File: src/snlag_pkg.sv
`timescale 1ns / 1ps

package snlag_pkg;

    localparam int MaxDimsDefault = 8;

    localparam int AddrW   = 48;
    localparam int SizeW   = 16;
    localparam int StrideW = 32;
    localparam int BytesW  = 5;
    localparam int DimsW   = 4;
    localparam int IdxW    = 3;
    localparam int PaddrW  = 4;

    typedef logic [1:0]         t_opcode;
    typedef logic [AddrW-1:0]   t_addr;
    typedef logic [SizeW-1:0]   t_size;
    typedef logic [StrideW-1:0] t_stride;
    typedef logic [BytesW-1:0]  t_bytes;

    localparam t_opcode OP_LOAD  = 2'd0;
    localparam t_opcode OP_START = 2'd1;
    localparam t_opcode OP_NEXT  = 2'd2;

    // register index, taken from paddr[3:2]
    localparam logic [1:0] REG_DIMS      = 2'd0;
    localparam logic [1:0] REG_BYTES_IN  = 2'd1;
    localparam logic [1:0] REG_BYTES_OUT = 2'd2;

    localparam logic [DimsW-1:0]  DIMS_RST  = 4'd1;
    localparam logic [BytesW-1:0] BYTES_RST = 5'd4;

    // partial sums handed from cell to cell
    typedef struct packed {
        logic  vld;
        logic  last;
        t_addr in_addr;
        t_addr out_addr;
    } t_link;

    typedef struct packed {
        logic ld;
        logic clr;
        logic adv;
        logic used;
    } t_cell_ctrl;

    typedef struct packed {
        logic  last;
        t_addr in_addr;
        t_addr out_addr;
    } t_result;

endpackage

File: src/snlag_cell.sv
`timescale 1ns / 1ps

module snlag_cell #(
    parameter int IDX = 0
) (
    input  logic                 i_clk,
    input  logic                 i_rst_n,
    input  logic                 i_en,
    input  snlag_pkg::t_cell_ctrl i_ctrl,
    input  snlag_pkg::t_size     i_ld_size,
    input  snlag_pkg::t_stride   i_ld_in_stride,
    input  snlag_pkg::t_stride   i_ld_out_stride,
    input  snlag_pkg::t_bytes    i_bytes_in,
    input  snlag_pkg::t_bytes    i_bytes_out,
    input  logic                 i_carry,
    output logic                 o_carry,
    output logic                 o_empty,
    input  snlag_pkg::t_link     i_link,
    output snlag_pkg::t_link     o_link
);
    import snlag_pkg::*;

    t_size                     r_size;
    logic signed [StrideW-1:0] r_in_stride;
    logic signed [StrideW-1:0] r_out_stride;
    t_size                     r_cnt;
    t_size                     n_cnt;

    logic                      w_at_last;
    logic signed [AddrW:0]     w_prod_in;
    logic signed [AddrW:0]     w_prod_out;

    t_addr                     r_pipe_in  [IDX+1];
    t_addr                     r_pipe_out [IDX+1];
    t_addr                     r_term_in;
    t_addr                     r_term_out;
    t_link                     r_link;

    assign w_at_last = ({1'b0, r_cnt} + 17'd1) >= {1'b0, r_size};
    assign o_carry   = i_ctrl.used ? (i_carry & w_at_last) : i_carry;
    assign o_empty   = i_ctrl.used & (r_size == '0);

    assign w_prod_in  = $signed({1'b0, r_cnt}) * r_in_stride;
    assign w_prod_out = $signed({1'b0, r_cnt}) * r_out_stride;

    always_comb begin
        n_cnt = r_cnt;
        if (i_ctrl.clr) begin
            n_cnt = '0;
        end else if (i_ctrl.adv && i_ctrl.used && i_carry) begin
            n_cnt = w_at_last ? '0 : r_cnt + 16'd1;
        end
    end

    always_ff @(posedge i_clk) begin
        if (!i_rst_n) begin
            r_size       <= '0;
            r_in_stride  <= '0;
            r_out_stride <= '0;
            r_cnt        <= '0;
        end else begin
            r_cnt <= n_cnt;
            if (i_ctrl.ld) begin
                r_size       <= i_ld_size;
                r_in_stride  <= i_ld_in_stride;
                r_out_stride <= i_ld_out_stride;
            end
        end
    end

    // cell IDX delays its term through r_pipe_in/r_pipe_out[1..IDX], in step with the links before it
    always_ff @(posedge i_clk) begin
        if (i_en) begin
            r_pipe_in[0]  <= i_ctrl.used ? w_prod_in[AddrW-1:0] : '0;
            r_pipe_out[0] <= i_ctrl.used ? w_prod_out[AddrW-1:0] : '0;
            for (int i = 1; i <= IDX; i++) begin
                r_pipe_in[i]  <= r_pipe_in[i-1];
                r_pipe_out[i] <= r_pipe_out[i-1];
            end
            r_term_in  <= r_pipe_in[IDX]  * {{(AddrW-BytesW){1'b0}}, i_bytes_in};
            r_term_out <= r_pipe_out[IDX] * {{(AddrW-BytesW){1'b0}}, i_bytes_out};
        end
    end

    always_ff @(posedge i_clk) begin
        if (!i_rst_n) begin
            r_link.vld <= 1'b0;
        end else if (i_en) begin
            r_link.vld <= i_link.vld;
        end
    end

    always_ff @(posedge i_clk) begin
        if (i_en) begin
            r_link.last     <= i_link.last;
            r_link.in_addr  <= i_link.in_addr + r_term_in;
            r_link.out_addr <= i_link.out_addr + r_term_out;
        end
    end

    assign o_link = r_link;

endmodule

File: config.mk
export PLATFORM = sky130hd
export DESIGN_NAME = snlag_cell
export DESIGN_NICKNAME = d
export VERILOG_FILES = /design/src/snlag_pkg.sv /design/src/snlag_cell.sv
export SDC_FILE = /design/constraint.sdc
export NUM_CORES = 2
export LEC_CHECK = 0
export ABC_AREA = 1
export BUFFER_PORTS_ARGS = -buffer_cell sky130_fd_sc_hd__buf_4
export CORE_UTILIZATION = 27
export CTS_CLUSTER_SIZE = 8
export DETAILED_ROUTE_END_ITERATION = 7
export GPL_TIMING_DRIVEN = 0
export SETUP_SLACK_MARGIN = 0.02
export SYNTH_ARGS = -nofsm -noshare
export SYNTH_HDL_FRONTEND = slang
export SYNTH_SLANG_ARGS = --single-unit
export TNS_END_PERCENT = 1
File: constraint.sdc
create_clock -name i_clk -period 17.84 [get_ports i_clk]
set_input_delay 0.892 -clock i_clk [delete_from_list [all_inputs] [get_ports i_clk]]
set_output_delay 0.892 -clock i_clk [all_outputs]
set_load 0.005 [all_outputs]
### Yosys cells after proc, flatten, opt, wreduce, memory -nomap -nowiden

Memories as Yosys holds them, arrays and structs flattened.
Index checks and enable logic that the tools add are counted.

* add/sub/neg operators: 4
* multiply operators: 4
* divide/modulo/power cells: 0
* $lt $le $gt $ge: 1
* equal/unequal tests: 0
* shift-type cells: 0
* muxes and demuxes: 6
* bitwise operators: 3
* reductions and logical operators: 4

Operators with widths (count)
* $add 48x48->48: 2
* $mul 17x32->48: 2
* $mul 48x5->48: 2
* $mux 48: 2
* $add 16x1->17 const B: 1
* $ge 17x16->1: 1
* $add 16x1->16 const B: 1
* $logic_not 16->1: 1
* $mux 16: 1
* $mux 1: 3
* $and 1x1->1: 2
* $logic_and 1x1->1: 2
* $reduce_or 2->1: 1
* $not 1->1: 1

* register bits: 290
* latch bits: 0
* memory bits (writable): 96
* ROM bits: 0
* input port bits: 196
* word-level logic and storage cells: 34
* memories: 2

Memories
* r_pipe_in: words 1, bits a word 48, read ports 1, clocked after memory_dff 0, wr ports 1, RTL line snlag_cell.sv:33 `t_addr r_pipe_in [IDX+1];`
* r_pipe_out: words 1, bits a word 48, read ports 1, clocked after memory_dff 0, wr ports 1, RTL line snlag_cell.sv:34 `t_addr r_pipe_out [IDX+1];`

### Depth between registers and ports, before layout

* depth in word-level cells: 4
* gate-level depth with buffers: 29

### Worst setup path before layout

OpenSTA, ideal clock, no wires.

* path kind: reg-to-reg
* from: reg r_in_stride[31]
* to: mem r_pipe_in[0][40] (netlist name), data pin
* library setup time: 0.253 ns
* arrival: 5.508 ns
* required time: 17.587 ns
* slack: 12.079 ns
* cell stages (with the launch flop): 23
* buffers on the path: 2
* period minus slack after synthesis: 5.761 ns
* cell sequence: dfxtp_1 -> clkbuf_1 -> clkbuf_1 -> nand2_1 -> fa_1 -> fa_1 -> inv_1 -> fa_1 -> fa_1 -> fa_1 -> inv_1 -> fa_1 -> inv_1 -> ha_1 -> nand2_1 -> nor2_1 -> inv_1 -> nor3_1 -> nand4_1 -> nand4_1 -> nand2_1 -> nand2_1 -> nor2_1

* cells in the longest elaborated chain, start to end: 2

Ends and longest elaborated chain
* from (decl): RTL line snlag_cell.sv:24 `logic signed [StrideW-1:0] r_in_stride;`
* from (signal assigned): RTL line snlag_cell.sv:65 `r_in_stride <= i_ld_in_stride;`
* $mul 17x32->48: RTL line snlag_cell.sv:43 `assign w_prod_in = $signed({1'b0, r_cnt}) * r_in_stride;`
* $mux 48: RTL line snlag_cell.sv:74 `r_pipe_in[0] <= i_ctrl.used ? w_prod_in[AddrW-1:0] : '0;`
* to (decl): RTL line snlag_cell.sv:33

No other way between the ends.

### Worst setup path in the final report

* from: reg r_cnt[7]
* to: mem r_pipe_in[0][46] (netlist name), data pin

* cells in the longest elaborated chain, start to end: 2

Ends and longest elaborated chain
* from (decl): RTL line snlag_cell.sv:26 `t_size r_cnt;`
* from (signal assigned): RTL line snlag_cell.sv:62 `r_cnt <= n_cnt;`
* $mul 17x32->48: RTL line snlag_cell.sv:43
* $mux 48: RTL line snlag_cell.sv:74

No other way between the ends.

==> impl_metrics.py <==
metrics = {
    "clock_tree": {
        "cts_max_path_buffers": 3,
        "tritoncts": "done",
        "clk-insertion-delay-late_ns": 0.72,
        "clockRootBuffer": "sky130_fd_sc_hd__clkbuf_16",
        "numClockSinks": 386,
        "hold_buffers": 0,
        "cts_buf_count": 59,
        "cts.repair.resized": 0,
        "post-cts-setup-buffer-count": 0,
        "ctsHtreeMaxLevel": 2,
        "clk_transition_reported_paths_ns": 0.06,
    },
    "place": {
        "finalWeightedCongestion": 0.971,
        "post_placement_cell_count": 13400,
        "dp_hpwl_mm": 213,
        "portBuffers": 286,
    },
    "worst_setup_path": {
        "worstSetupStartpointType": "register",
        "cpPeakStageDelay_ns": 1.24,
        "crit_path_end_kind": "register",
        "cp_cell_sequence": "clkbuf_1 > clkbuf_1 > nand2_1 > inv_1 > fa_1 > inv_1 > fa_1 > inv_1 > fa_1 > fa_1 > fa_1 > inv_1 > fa_1 > inv_1 > ha_1 > nand2_1 > nor2_1 > inv_1 > o21ai_0 > a21oi_1 > nand3_1 > nor2_1 > nor2_1",
        "critical_path_arrival_ns": 8.75,
        "timing.critical_path.fanout_max": 10,
        "timing.setup.critical_path_class": "register to register",
        "worst-r2r-setup-slack_ns": 9.60,
        "worst_ep_required_time_ns": 18.35,
        "cp_slowest_cell": "sky130_fd_sc_hd__clkbuf_1",
    },
    "die": {
        "std_cell_rows": 189,
        "die-area_um2": 271000,
        "floorplan.die.height_um": 520,
        "floorplan.initialDensity_pct": 27.3,
        "floorplan_die_width_um": 520,
        "pin_count": 296,
        "coreArea_um2": 266000,
    },
    "synth": {
        "yosysMostFrequentCell": "sky130_fd_sc_hd__inv_1",
        "synth.ff_latch_count": 386,
        "synth_enable_flop_cells": 289,
        "yosys_most_used_dff": "sky130_fd_sc_hd__edfxtp_1",
        "post_synth_instance_area_um2": 72600,
        "post_synth.cell_area_avg_um2": 7.54,
        "synthCells": 9621,
        "synth-seq-area-share_pct": 14.6,
        "synth.top_cell.area_share_pct": 34.0,
        "synth.top_cells.by_count": "sky130_fd_sc_hd__inv_1, sky130_fd_sc_hd__nand2_1, sky130_fd_sc_hd__fa_1",
        "postSynthNetCount": 11500,
        "fraction_of_registers_with_async_set_reset_pct": 0,
        "synthesis.yosys.warnings": 0,
        "number_of_distinct_library_cells_after_synthesis": 44,
        "synth_area_leader_cell": "sky130_fd_sc_hd__fa_1",
        "ys_top_cells_by_area": "sky130_fd_sc_hd__fa_1, sky130_fd_sc_hd__inv_1, sky130_fd_sc_hd__nand2_1, sky130_fd_sc_hd__edfxtp_1, sky130_fd_sc_hd__ha_1",
    },
    "global_routing": {
        "gr-usage-all-layers_pct": 18.4,
        "maximum_number_of_pins_on_one_net_before_global_route_repair": 102,
        "grt_overflow_total": 0,
        "grt_pass1_vias": 62200,
        "antenna_violations_before_repair": 11,
        "wire_length_of_the_first_global_routing_pass_mm": 378,
    },
    "pwr": {
        "finalPower_mw": 4.05,
        "power.density_nw_per_um2": 50.1,
        "p_leak_nw": 43.1,
        "vdd_ir_drop_max_v": 0.0000814,
    },
    "status": {
        "status": "finished with violations",
        "violations": "capacitance limit, slew limit",
    },
    "timing": {
        "rsz0062_at_grt": "false",
        "fmax_mhz": 121,
        "fin_skew_ns": 0.0395,
        "max_slew_margin_pct": -8.29,
        "final-max-slew-violation-count": 11,
        "period_minus_slack_ns": 8.24,
        "transition_at_the_pin_with_the_smallest_max_transition_slack_ns": 1.62,
        "fin_crit_sh_pct": 46.2,
        "report.final.setup_viol": 0,
        "setup_tns_ns": 0,
        "timing_hold_violations_final": 0,
    },
    "layout": {
        "finalNetCount": 11800,
        "number_of_fill_cells": 29000,
        "final_layout_size_suffix_gt1_share_pct": 3.85,
        "area.growth.synth_to_final_pct": 11.6,
        "final_cell_count_no_fill": 13500,
    },
    "drt": {
        "drt_iter0_drc": 5573,
        "detailroute.via_count": 62600,
        "route.detailed.wl_per_inst_um": 18.6,
        "drc": 0,
        "drt.antenna.violating_nets": 0,
        "drt-pass1-iter-count": 6,
        "drt_wl_total_mm": 251,
        "post_detailed_route_via_to_cell_ratio": 4.62,
    },
    "min_path": {
        "hp-class": "input pin to register",
    },
    "run": {
        "maxCapViolations": 1,
    },
}
==> routing by layer <==
metal,wire [um],track usage [%],vias to the layer above,part of all wire [%]
met4,9870,6.34,12,3.9
met3,22500,3.45,377,9.0
met2,108000,28.2,2394,43
met5,80,0,-,0.032
met1,111000,25.8,30600,44
li1,-,-,29200,-
==> sequential cells by signal, indices dropped and copies added, names as in the netlist <==
register,cells
r_term_out,48
r_cnt,16
r_term_in,48
r_pipe_out,48
r_out_stride,32
r_pipe_in,48
r_in_stride,32
r_size,16
o_link,98
==> power by group <==
group          switching (mW)  internal, mW  leakage [nW]
Clock                   0.464         0.627         0.852
Sequential             0.0653          1.19          3.69
Combinational            1.12         0.590          38.6
==> worst paths after layout <==
check,to,depth (start not counted),start
worst min register to register,r_size[10],2,r_size[10]
worst min-delay path,o_link[96],1,i_link[96]
worst max register to register,r_pipe_in[0][46],23,r_cnt[7]
worst max-delay path,r_pipe_in[0][46],23,r_cnt[7]
==> area by class of cell <==
cell class	instances	area, um^2	share of cell area, %
inverters	2510	9420	11.6
repair buffers	289	2220	2.75
clock buffers	87	1630	2.02
clock inverters	12	128	0.158
flip-flops and latches	386	10600	13.1
diodes	4	10.0	0.0124
plain buffers	332	1260	1.56
well taps	3533	4420	5.46
multi-input cells	6393	51300	63.3
==> layout by cell type (no fill, tap or decap), types with 3 or more instances in the layout <==
master and n:
sky130_fd_sc_hd__a21boi_0 15, sky130_fd_sc_hd__a21boi_1 4, sky130_fd_sc_hd__a21o_1 39, sky130_fd_sc_hd__a21oi_1 447, sky130_fd_sc_hd__a31oi_1 40, sky130_fd_sc_hd__and3_1 9
sky130_fd_sc_hd__buf_1 46, sky130_fd_sc_hd__buf_4 286, sky130_fd_sc_hd__clkbuf_1 305, sky130_fd_sc_hd__clkbuf_16 60, sky130_fd_sc_hd__clkbuf_8 3, sky130_fd_sc_hd__clkinv_2 6
sky130_fd_sc_hd__dfxtp_1 97, sky130_fd_sc_hd__diode_2 4, sky130_fd_sc_hd__edfxtp_1 289, sky130_fd_sc_hd__fa_1 1232, sky130_fd_sc_hd__ha_1 439, sky130_fd_sc_hd__inv_1 2506
sky130_fd_sc_hd__inv_2 3, sky130_fd_sc_hd__nand2_1 2351, sky130_fd_sc_hd__nand3_1 205, sky130_fd_sc_hd__nand3b_1 4, sky130_fd_sc_hd__nand4_1 62, sky130_fd_sc_hd__nor2_1 779
sky130_fd_sc_hd__nor2_2 4, sky130_fd_sc_hd__nor3_1 55, sky130_fd_sc_hd__nor4_1 22, sky130_fd_sc_hd__o211ai_1 11, sky130_fd_sc_hd__o21a_1 30, sky130_fd_sc_hd__o21ai_0 367
sky130_fd_sc_hd__o21ai_2 4, sky130_fd_sc_hd__o21bai_1 48, sky130_fd_sc_hd__o311ai_0 3, sky130_fd_sc_hd__or2_2 4, sky130_fd_sc_hd__xnor2_1 68, sky130_fd_sc_hd__xor2_1 139
==> critical path, delay by kind of cell (launching register included) <==
kind | cells | cell delay [ns]
adders and majority gates | 7 | 3.34
buffers and inverters | 8 | 2.55
AOI/OAI and AO/OA | 2 | 0.85
and+or+nand+nor | 6 | 0.82
DFF | 1 | 0.42
==> stage by stage <==
step	worst slack (ns)	utilization, %	hold slack [ns]	cell area, um^2
finish	9.60	30.4	0.346	81000
global route	9.51	30.4	0.326	81000
CTS	9.92	30.4	0.288	81000
detailed placement	9.96	29.7	0.480	79200
global placement	9.96	29.7	0.476	79100
floorplan	12.08	-	0.454	72600
==> logic make-up (layout without fill, tap and decap cells) <==
group                    count (synthesis)  count (layout)  share of synthesized area [%]
other                                    0               4                              0
adder cells (fa/ha/maj)               1671            1671                           41.6
AO/OA/AOI/OAI                         1015            1015                           7.64
AND/OR/NAND/NOR                       3499            3499                           18.9
XOR/XNOR                               208             208                           2.53
buffers and inverters                 2842            3230                           14.7
flip-flops                             386             386                           14.6
Power figures use the tool's default switching activity.
