[src/snlag_pkg.sv]
`timescale 1ns / 1ps

package snlag_pkg;

    localparam int MaxDimsDefault = 8;

    localparam int AddrW   = 48;
    localparam int SizeW   = 16;
    localparam int StrideW = 32;
    localparam int BytesW  = 5;
    localparam int DimsW   = 4;
    localparam int IdxW    = 3;
    localparam int PaddrW  = 4;

    typedef logic [1:0]         t_opcode;
    typedef logic [AddrW-1:0]   t_addr;
    typedef logic [SizeW-1:0]   t_size;
    typedef logic [StrideW-1:0] t_stride;
    typedef logic [BytesW-1:0]  t_bytes;

    localparam t_opcode OP_LOAD  = 2'd0;
    localparam t_opcode OP_START = 2'd1;
    localparam t_opcode OP_NEXT  = 2'd2;

    // register index, taken from paddr[3:2]
    localparam logic [1:0] REG_DIMS      = 2'd0;
    localparam logic [1:0] REG_BYTES_IN  = 2'd1;
    localparam logic [1:0] REG_BYTES_OUT = 2'd2;

    localparam logic [DimsW-1:0]  DIMS_RST  = 4'd1;
    localparam logic [BytesW-1:0] BYTES_RST = 5'd4;

    // partial sums handed from cell to cell
    typedef struct packed {
        logic  vld;
        logic  last;
        t_addr in_addr;
        t_addr out_addr;
    } t_link;

    typedef struct packed {
        logic ld;
        logic clr;
        logic adv;
        logic used;
    } t_cell_ctrl;

    typedef struct packed {
        logic  last;
        t_addr in_addr;
        t_addr out_addr;
    } t_result;

endpackage

[src/snlag_skid.sv]
`timescale 1ns / 1ps

module snlag_skid (
    input  logic               i_clk,
    input  logic               i_rst_n,
    input  logic               i_vld,
    input  snlag_pkg::t_result i_data,
    output logic               o_ready,
    output logic               o_vld,
    output snlag_pkg::t_result o_data,
    input  logic               i_take
);
    import snlag_pkg::*;

    logic    r_out_vld;
    logic    r_skid_vld;
    t_result r_out;
    t_result r_skid;
    logic    w_take;
    logic    w_push;

    assign o_ready = !r_skid_vld;
    assign w_take  = r_out_vld && i_take;
    assign w_push  = i_vld && !r_skid_vld;

    always_ff @(posedge i_clk) begin
        if (!i_rst_n) begin
            r_out_vld  <= 1'b0;
            r_skid_vld <= 1'b0;
        end else if (r_skid_vld) begin
            if (w_take) begin
                r_out      <= r_skid;
                r_skid_vld <= 1'b0;
            end
        end else if (w_push) begin
            if (!r_out_vld || w_take) begin
                r_out     <= i_data;
                r_out_vld <= 1'b1;
            end else begin
                r_skid     <= i_data;
                r_skid_vld <= 1'b1;
            end
        end else if (w_take) begin
            r_out_vld <= 1'b0;
        end
    end

    assign o_vld  = r_out_vld;
    assign o_data = r_out;

endmodule
[config.mk]
export PLATFORM = sky130hd
export DESIGN_NAME = snlag_skid
export DESIGN_NICKNAME = d
export VERILOG_FILES = /design/src/snlag_pkg.sv /design/src/snlag_skid.sv
export SDC_FILE = /design/constraint.sdc
export NUM_CORES = 1
export LEC_CHECK = 0
export BUFFER_PORTS_ARGS = -buffer_cell sky130_fd_sc_hd__buf_2
export CORE_AREA = 4 4 160 162
export CTS_BUF_LIST = sky130_fd_sc_hd__clkbuf_8
export DETAILED_ROUTE_END_ITERATION = 7
export DIE_AREA = 0 0 164 166
export HOLD_SLACK_MARGIN = 0.15
export SYNTH_ARGS = -nofsm -noshare
export SYNTH_HDL_FRONTEND = slang
export SYNTH_SLANG_ARGS = --single-unit
[constraint.sdc]
create_clock -name i_clk -period 12.2 [get_ports i_clk]
set_input_delay 0.61 -clock i_clk [delete_from_list [all_inputs] [get_ports i_clk]]
set_output_delay 0.61 -clock i_clk [all_outputs]
set_load 0.1 [all_outputs]
* Word-level counts from Yosys, hierarchy flattened
Index checks and enable logic that the tools add are counted.
** Storage, ports and cells
- Logic and storage cells :: 34
- Memories :: 0
- Input port bits :: 101
- Output and inout port bits :: 99
- Memory bits (read-only) :: 0
- Memory bits (writable) :: 0
- Flip-flop bits (word level) :: 196
- Latch bits :: 0
** Operators by class
- $add $sub $neg :: 0
- Reductions and logical operators :: 11
- Div/mod/pow operators :: 0
- Order comparisons :: 0
- Multiplexer cells :: 11
- Bitwise logic cells :: 2
- Eq/ne operators :: 2
- Shifts and indexed selects :: 0
- Multiply operators :: 0
** Operator list (count)
- 97-bit 2-to-1 mux :: 4
- 4-bit AND reduction :: 2
- 1-bit 2-to-1 mux :: 7
- 2-bit nonzero test :: 3
- 2-bit by 1-bit != test with 1-bit output (second input constant) :: 2
- 3-bit AND reduction :: 1
- 1-bit logical AND :: 2
- 1-bit zero test :: 2
- 1-bit NOT :: 2
- 1-bit logical OR :: 1

* Longest topological paths before layout
Gate-level depths: netlist of run 1.
- Depth after elaboration :: 5
- Depth in mapped cells :: 4
- Mapped depth without buffers :: 2

* Worst setup path before layout of run 1
Ideal clock, no wire load.
- Path type :: flip-flop to flip-flop
- Start point :: register r_out_vld (netlist: o_vld)
- End point :: register r_out (netlist bit o_data[0]) (enable)
- Path slack :: 6.682 ns
- Library setup time :: 0.534 ns
- Required time :: 11.666 ns
- Buffers on the path :: 0
- Clock period less this slack :: 5.518 ns
- Cell stages (with the launch flop) :: 3
- Arrival :: 4.983 ns
- Cell sequence :: dfxtp_1 mux2i_1 nor3_2
** Between the ends
- Longest elaborated chain between the ends :: 4
- Elaborated cells on any way between the ends :: 6
- Classes of those cells :: 1 x eq/ne; 5 x reduce/logical
** RTL lines
- start, declared :: line snlag_skid.sv:15 : logic r_out_vld;
- start signal, assigned :: line snlag_skid.sv:28 : r_out_vld <= 1'b0;
- start signal, assigned :: line snlag_skid.sv:38 : r_out_vld <= 1'b1;
- start signal, assigned :: line snlag_skid.sv:44 : r_out_vld <= 1'b0;
- 1-bit zero test / 1-bit logical AND (equally long branches) :: line snlag_skid.sv:36, snlag_skid.sv:23
- 1-bit logical OR :: line snlag_skid.sv:36 : if (!r_out_vld || w_take) begin
- 2-bit nonzero test (no source line)
- 4-bit AND reduction (no source line) *
- end signal, assigned :: line snlag_skid.sv:32 : r_out <= r_skid;
- end signal, assigned :: line snlag_skid.sv:37 : r_out <= i_data;
- end, declared :: line snlag_skid.sv:17 : t_result r_out;
Every way passes the cells marked *; elsewhere a longest branch is shown, timed or not.
A chain may end at the register's enable or synchronous reset.

* Worst setup path in the final report of run 1
- Start point :: register r_skid_vld
- End point :: register r_out (netlist bit o_data[0]) (enable)
** Between the ends
- Longest elaborated chain between the ends :: 4
- Elaborated cells on any way between the ends :: 6
- Classes of those cells :: 1 x eq/ne; 5 x reduce/logical
** RTL lines
- start, declared :: line snlag_skid.sv:16 : logic r_skid_vld;
- start signal, assigned :: line snlag_skid.sv:29 : r_skid_vld <= 1'b0;
- start signal, assigned :: line snlag_skid.sv:33 : r_skid_vld <= 1'b0;
- start signal, assigned :: line snlag_skid.sv:41 : r_skid_vld <= 1'b1;
- 1-bit zero test :: line snlag_skid.sv:24 : assign w_push = i_vld && !r_skid_vld;
- 1-bit logical AND :: line snlag_skid.sv:24
- 2-bit nonzero test (no source line)
- 4-bit AND reduction (no source line) *
Marks and branches as above.

==> summary.md, run 1 <==
| Metric | Value |
|---|---|
| Synth Cell Area | around 0.007 mm2 |
| Worst relative slew slack | between 40% and 50% |
| Post_cts resized | 0 |
| CP required | between 10 and 15 ns |
| Final WL | approximately 15,000 um |
| Peak supply drop | around 0.077 mV |
| Largest net degree at the start of global routing | between 60 and 70 |
| CORE AREA | about 0.024 mm2 |
| Final Max Slew Viols | 0 |
| First-pass GRT wire length | approximately 23,000 um |
| Post-synthesis sequential area ratio | around 82% |
| Drt wl/cell | 17.0 um |
| Layout Nets | around 630 |
| CTS tree | yes |
| Die width | between 150 and 200 um |
| Fin worst setup slack | 9.36 ns |
| Post-route cell area | 0.00885 mm2 |
| Count of unique library cells instantiated by Yosys | 15 |
| DP Wirelength | approximately 10,000 um |
| Max Cap Violations | 0 |
| CTS max path bufs | 2 |
| Ratio of final minimum period to clock period | roughly a quarter |
| Gr ovfl total | 0 |
| CTS clk-pin slew, worst paths | around 0.10 ns |
| Tot GR Track Use | between 10% and 20% |
| P per Cell Area | around 160 mW/mm2 |
| Placed Instance Area | between 0.008 and 0.009 mm2 |
| Total power draw | between 1 and 1.5 mW |
| Pre-CTS WS | 9.27 ns |
| P&R area growth vs syn | 23.8% |
| RSZ-0062 raised after global routing | false |
| Final setup vio count | 0 |
| N_diodes | 0 |
| # IOs | 200 |
| Mapped Cells | ~320 |
| DR vias | between 3,000 and 4,000 |
| Die Ht | between 150 and 200 um |
| Starting Density | 29.7% |
| Drt first pass iters | 4 |
| Post-Syn Nets | 417 |
| Period minus WS final | roughly 2.8 ns |
| Layout cells sized above 1 | between 60% and 70% |
| Die area | 0.0272 mm2 |
| Setup tns final | 0 ns |
| Sink Count | about 200 |
| HP Class | in -> reg |
| Cts hold-fix bufs | 0 |
| Vias per cell | between 4 and 5 |
| WS Path Type | reg -> reg |
| Placer Congestion | between 0.7 and 0.8 |
| Placement Rows | 57 |
| Worst slew pin tran | a little under 0.9 ns |
| Worst Setup Start Kind | flip-flop |
| H-tree depth | 4 |
| Initial antenna violation count | 3 |
| Vias in the first global route | ~4,000 |
| Fillers | between 2,000 and 2,500 |
| Worst clock skew | 0.0110 ns |
| Synthesized flop and latch total | just under 200 |
| Outcome | completed |
| Post-CTS setup buffers | 0 |
| Routed Antenna Nets | 0 |
| Syn avg cell area | between 20 and 25 um2 |
| Worst-path fanout max | 53 |
| Port Buffer Count | 199 |
| Worst setup EP type | flip-flop |
| LEAKAGE | 3.17 nW |
| Initial drt markers | between 200 and 250 |
| Worst-Skew Late Latency | around 0.45 ns |
| DRC viols | 0 |
| Endpoints failing hold | 0 |
| CP Data Arrival Time | slightly below 3 ns |
| Clock Tree Root | clkbuf_8 |
| Num CTS Buffers | 17 |
| YS warnings | 0 |
| F_max | 352 MHz |
-- cell type report --
type	instances	area, um2	share of cell area [%]
clock buffer	17	234	2.64
inverter	2	7.51	0.0848
timing repair buffer	204	1030	11.7
tap	324	405	4.58
multi-input combinational	107	1180	13.3
clock inverter	15	125	1.41
sequential	196	5870	66.3
-- power by group --
part | internal [mW] | switching [mW] | leakage (nW) | total, mW
Sequential | 0.771 | 0.00983 | 1.80 | 0.781
Clock | 0.147 | 0.238 | 0.183 | 0.385
Combinational | 0.0490 | 0.171 | 1.19 | 0.221
-- layout by cell type, fill, tap and decap left out, drive strengths merged --
cell,count
o21ai,1
a21oi,1
mux2,97
dfxtp,2
nand3b,1
a211oi,1
clkbuf,17
mux2i,1
nor2b,2
edfxtp,194
clkinvlp,2
inv,8
clkinv,7
nor3,1
nand2,1
buf,204
nor3b,1
-- per-layer routing --
metal	vias up	routed length (um)	GRT usage [%]
met5	-	27	0
li1	1686	-	-
met1	1836	5860	12.6
met4	4	123	2.19
met2	140	7310	18.0
met3	14	1420	5.24
-- worst max-delay path, stage by stage, from the launching register on --
cell	delay, ns
dfxtp_4	0.73
mux2i_1	0.24
nor3_4	0.26
buf_4	0.53
buf_4	0.67
-- cells in the mapped netlist, drive strengths merged --
cell | n | share of area (%)
a211oi | 1 | 0.11
a21oi | 1 | 0.070
buf | 11 | 1.6
dfxtp | 2 | 0.56
edfxtp | 194 | 81
inv | 2 | 0.11
mux2 | 97 | 15
mux2i | 1 | 0.14
nand2 | 1 | 0.052
nand3b | 1 | 0.11
nor2b | 2 | 0.17
nor3 | 1 | 0.14
nor3b | 1 | 0.17
o21ai | 1 | 0.070
-- worst paths after layout --
kind / from / end / slack, ns / cells past startpoint
setup / recovery: r_skid_vld / o_data[0] / 9.36 / 4
hold / removal: i_data[58] / r_skid[58] / 0.34 / 1
setup reg to reg: r_skid_vld / o_data[0] / 9.36 / 4
hold reg to reg: r_skid[44] / o_data[44] / 0.55 / 1
-- metrics by stage --
stage / utilization, % / hold slack, ns / instances
after global placement: 35.2 / 0.514 / 833
after CTS: 36.7 / 0.291 / 865
after floorplan: - / 0.523 / 316
after detailed placement: 35.2 / 0.532 / 833
after global routing: 36.7 / 0.287 / 865
final: 36.7 / 0.341 / 865
-- registers in the layout (all words and copies together), names as in the netlist --
signal,count
r_skid,97
o_data,97
r_skid_vld,1
o_vld,1
-- kinds of logic after synthesis --
logic type / count (synthesis) / synth area share, %
and+or+nand+nor: 6 / 0.647
DFF: 196 / 82.0
AOI/OAI and AO/OA: 3 / 0.245
muxes: 98 / 15.4
buffers and inverters: 13 / 1.66
(Power assumes the default switching activity.)
==> inputs of run 2 (changes only) <==
- clock period: 12.2 -> 2.88 ns (I/O delays scaled with it)
==> summary.md, run 2 (synthesized netlist as in run 1, its figures left out) <==
| Metric | Value |
|---|---|
| Outcome | completed |
| P per Cell Area | 605 mW/mm2 (+290%) |
| HP Class | in -> reg |
| RSZ-0062 raised after global routing | false |
| Clock Tree Root | clkbuf_8 |
| Commonest non-fill, non-tap cell in the layout | buf_2 |
| Drt wl/cell | 16.3 um (-4.3%) |
| Initial antenna violation count | 0 (-3) |
| Post-CTS setup buffers | 0 (unchanged) |
| Worst setup EP type | output port |
| WS Path Type | reg -> out |
| Vias per cell | 4.18 (-1.7%) |
| Commonest non-fill, non-tap cells in the layout | buf_2, edfxtp_1, dlygate4sd3_1, mux2_2, clkbuf_8 |
| Ratio of final minimum period to clock period | 71.0% |
| Placement Rows | 57 (unchanged) |
| # IOs | 200 (unchanged) |
| Port Buffer Count | 199 (unchanged) |
| Routed Antenna Nets | 0 (unchanged) |
| CTS clk-pin slew, worst paths | 0.11 ns (about the same) |
| LEAKAGE | 3.61 nW (+14%) |
| Final WL | 15,800 um (+7.0%) |
| Largest net degree at the start of global routing | 98 (+56%) |
| Worst-path fanout max | 39 (-26%) |
| Worst clock skew | 0.0165 ns (+0.00555 ns) |
| Tot GR Track Use | 11.4% (+0.62 points) |
| CP Data Arrival Time | 1.90 ns (-1.02 ns) |
| Pre-CTS WS | 1.06 ns (-8.21 ns) |
| Worst-Skew Late Latency | 0.45 ns (about the same) |
| Final Max Slew Viols | 0 (unchanged) |
| CTS max path bufs | 2 (unchanged) |
| DRC viols | 0 (unchanged) |
| Placer Congestion | 0.718 (-0.53%) |
| F_max | slightly below 500 MHz |
| Endpoints failing hold | 0 (unchanged) |
| Worst Setup Start Kind | flip-flop |
| Footprint of the multi-input gates | 0.00118 mm2 (unchanged) |
| Peak supply drop | 0.239 mV (+210%) |
| Die area | 0.0272 mm2 (unchanged) |
| Sink Count | 196 (unchanged) |
| First-pass GRT wire length | 24,300 um (+7.1%) |
| Drt first pass iters | 4 (unchanged) |
| DP Wirelength | 10,100 um (+0.32%) |
| Worst relative slew slack | 57.0% (+16 points) |
| P&R area growth vs syn | 38.6% |
| Fillers | 2,211 (-3.4%) |
| CTS tree | yes |
| Die Ht | 166 um (unchanged) |
| Initial drt markers | 263 (+12%) |
| N_diodes | 0 (unchanged) |
| Layout cells sized above 1 | 52.3% (-9.5 points) |
| Vias in the first global route | 4,516 (+13%) |
| DR vias | 4,046 (+9.9%) |
| Worst slew pin tran | 0.645 ns (-0.244 ns) |
| Final setup vio count | 0 (unchanged) |
| Num CTS Buffers | 17 (unchanged) |
| Starting Density | 29.7% (unchanged) |
| Die width | 164 um (unchanged) |
| Reg area | 0.00587 mm2 (about the same) |
| Period minus WS final | roughly 2.0 ns |
| Layout Nets | 731 (+16%) |
| Fin worst setup slack | 0.835 ns (-8.52 ns) |
| Max Cap Violations | 0 (unchanged) |
| H-tree depth | 4 (unchanged) |
| Gr ovfl total | 0 (unchanged) |
| Layout Utilization | 41.1% (+4.4 points) |
| CORE AREA | 0.0241 mm2 (unchanged) |
| CP required | 2.74 ns (-9.54 ns) |
==> run 2: cell count changes in the layout (fill, tap and decap cells not counted), sizes merged <==
cell         delta
dlygate4sd3   +101
buf             +1
==> run 2: path summary, 6_finish.rpt <==
check	start	endpoint	slack, ns	depth (start not counted)
worst min-delay path	i_vld	r_skid[25]	0.41	4
worst min register to register	r_skid[87]	o_data[87]	0.54	1
worst max register to register	r_skid_vld	o_vld	0.87	4
worst max-delay path	r_skid_vld	o_ready	0.83	3
==> run 2: cell type report <==
cell class	count	area share (%)
clock buffer	17	2.36
clock inverter	15	1.22
inverter	2	0.0758
multi-input combinational	107	11.9
sequential	196	59.3
tap	324	4.09
timing repair buffer	306	21.1
==> run 2: where the power goes <==
group	switching, mW	internal (mW)
clock	1.02	0.622
combinational	0.757	0.302
sequential	0.0346	3.27
total	1.81	4.19
==> run 2: metal layers <==
| metal | vias up | wire length (um) | global-route usage, % |
|---|---|---|---|
| li1 | 1882 | - | - |
| met1 | 2041 | 6360 | 13.0 |
| met2 | 118 | 8550 | 21.0 |
| met3 | 5 | 748 | 2.90 |
| met4 | 0 | 115 | 2.84 |
| met5 | - | 0 | 0 |
==> run 2: per-stage QoR <==
step | cells | area (um2) | hold slack [ns] | power (mW) | TNS, ns
after CTS | 967 | 9910 | 0.374 | 6.09 | 0
after floorplan | 316 | 7170 | 0.237 | 4.12 | -145.44
after detailed placement | 834 | 8540 | 0.337 | 4.33 | 0
final | 967 | 9910 | 0.414 | 6.00 | 0
after global placement | 834 | 8540 | 0.334 | 4.30 | 0
after global routing | 967 | 9910 | 0.368 | 6.25 | 0
==> run 2: repair_timing <==
action / in CTS / in global routing
endpoints found under the hold margin: 196 / 0
gates resized for setup: 0 / 0
hold buffers: 101 / 0
==> run 2: critical path, stage by stage (launching register included) <==
cell and delay [ns]:
dfxtp_4 0.52, buf_4 0.52, inv_1 0.09, buf_2 0.31
==> inputs of run 3 (changes only) <==
- clock period: 2.88 -> 2.1 ns (I/O delays scaled with it)
==> summary.md, run 3 (synthesized netlist as in run 1, its figures left out) <==
| Metric | Value |
|---|---|
| Outcome | completed |
| HP Class | in -> reg |
| Period minus WS final | between 1.5 and 2 ns |
| Clock Tree Root | clkbuf_8 |
| Drt wl/cell | 16.0 um (-1.7%) |
| Hold path depth | 4 (unchanged) |
| Die width | 164 um (unchanged) |
| CP Data Arrival Time | 1.57 ns (-0.33 ns) |
| Layer with the highest usage | met2 |
| Worst setup EP type | output port |
| Layout Nets | 731 (unchanged) |
| Worst relative slew slack | 64.9% (+7.9 points) |
| CTS max path bufs | 2 (unchanged) |
| N_diodes | 0 (unchanged) |
| Die Ht | 166 um (unchanged) |
| Critical hold path startpoint | i_vld |
| Initial drt markers | 167 (-37%) |
| First-pass GRT wire length | 24,300 um (+0.14%) |
| DRC viols | 0 (unchanged) |
| Vias per cell | 4.20 (+0.49%) |
| Worst Setup Start Kind | flip-flop |
| Max Cap Violations | 0 (unchanged) |
| Starting Density | 29.7% (unchanged) |
| Commonest non-fill, non-tap cells in the layout | buf_2, edfxtp_1, dlygate4sd3_1, mux2_2, clkbuf_8 |
| Port Buffer Count | 199 (unchanged) |
| Worst-path fanout max | 52 (+33%) |
| Fin worst setup slack | 0.428 ns (-0.407 ns) |
| CP required | 2.00 ns (-0.74 ns) |
| Met2 Usage GRT | 19.8% (-1.2 points) |
| Worst slew pin tran | 0.530 ns (-0.115 ns) |
| Min-Delay Endpoint | r_skid[50] |
| Endpoints failing hold | 0 (unchanged) |
| GRT met1 Usage | 13.6% (+0.52 points) |
| CORE AREA | 0.0241 mm2 (unchanged) |
| RSZ-0062 raised after global routing | false |
| CTS tree | yes |
| Ratio of final minimum period to clock period | 79.6% |
| Vias in the first global route | 4,574 (+1.3%) |
| Setup tns final | 0 ns (unchanged) |
| Final hold slack | 0.353 ns (-0.0607 ns) |
| Final setup vio count | 0 (unchanged) |
| Placement Rows | 57 (unchanged) |
| Layout Utilization | 41.2% (+0.093 points) |
| Largest net degree at the start of global routing | 75 (-23%) |
| Worst reg-to-reg path cell count | 3 (-1) |
| Worst clock skew | 0.0144 ns (-0.00209 ns) |
| Final Max Slew Viols | 0 (unchanged) |
| Sink Count | 196 (unchanged) |
| Tot GR Track Use | 11.5% (+0.074 points) |
| Initial antenna violation count | 0 (unchanged) |
| Die area | 0.0272 mm2 (unchanged) |
| Drt first pass iters | 4 (unchanged) |
| Total power draw | 8.27 mW (+38%) |
| WS Path Type | reg -> out |
| R2R Path Start | r_skid_vld |
| Commonest non-fill, non-tap cell in the layout | buf_2 |
| H-tree depth | 4 (unchanged) |
| P&R area growth vs syn | 38.9% |
| Worst reg2reg path endpoint | o_data[35] |
| Met3 GRT Util | 3.20% (+0.30 points) |
| Post_cts resized | 0 (unchanged) |
| F_max | 598 MHz |
| Pre-CTS WS | 0.482 ns (-0.575 ns) |
| Final WL | 15,500 um (-1.7%) |
| DP Wirelength | 9940 um (-1.4%) |
| LEAKAGE | 3.61 nW (+0.20%) |
| Num CTS Buffers | 17 (unchanged) |
| Gr ovfl total | 0 (unchanged) |
| Layout cells sized above 1 | 52.1% (-0.16 points) |
| # IOs | 200 (unchanged) |
| CTS clk-pin slew, worst paths | 0.10 ns (about the same) |
| Routed Antenna Nets | 0 (unchanged) |
| Placer Congestion | 0.708 (-1.3%) |
| Peak supply drop | 0.375 mV (+57%) |
| Reg2Reg Setup Slack | 0.50 ns (-0.37 ns) |
| DR vias | 4,066 (+0.49%) |
| Post-CTS setup buffers | 0 (unchanged) |
| Worst-Skew Late Latency | 0.46 ns (about the same) |
| P per Cell Area | 832 mW/mm2 (+38%) |
==> run 3: changes by cell type in the layout (fill, tap and decap cells not counted), sizes merged <==
cell,change
clkinv,-2
clkinvlp,-1
inv,+3
==> run 3: area by class of cell <==
class	instances	area (um2)
well taps	324	405
clock buffers	17	234
clock inverters	15	119
repair buffers	306	2110
fillers	2212	14200
multi-input cells	107	1180
inverters	2	7.51
flip-flops and latches	196	5870
==> run 3: worst max-delay path by stage <==
stage | start | end | slack (ns)
after floorplan | r_skid_vld | r_skid[0] | -1.61
after global routing | r_skid_vld | o_ready | 0.33
after CTS | r_skid_vld | o_ready | 0.38
final | r_skid_vld | o_ready | 0.43
after global placement | r_skid_vld | o_data[83] | 0.54
after detailed placement | r_skid_vld | o_data[15] | 0.48
==> run 3: per-layer routing <==
layer  share of wire, %  wire (um)
met1                 41       6350
met2                 51       7950
met3                5.5        858
met5                  0          0
met4                2.2        342
==> run 3: power breakdown <==
part / total, mW / switching, mW / internal [mW]
Clock: 2.28 / 1.43 / 0.855
Combinational: 1.47 / 1.04 / 0.422
Sequential: 4.52 / 0.0407 / 4.48
Total: 8.27 / 2.51 / 5.75
==> run 3: repair_timing <==
action | 4_1_cts | 5_1_grt
hold endpoints to repair | 196 | 0
hold buffers | 101 | 0
endpoints found under the setup margin | 0 | 0
==> run 3: worst max-delay path, cell delays in order (launching register included) <==
cell     delay, ns
dfxtp_4       0.38
buf_12        0.20
inv_1         0.08
buf_2         0.42
==> run 3: metrics by stage <==
step,area [um2],std cells
after global routing,9930,967
after detailed placement,8570,834
after global placement,8570,834
after floorplan,7170,316
final,9930,967
after CTS,9930,967
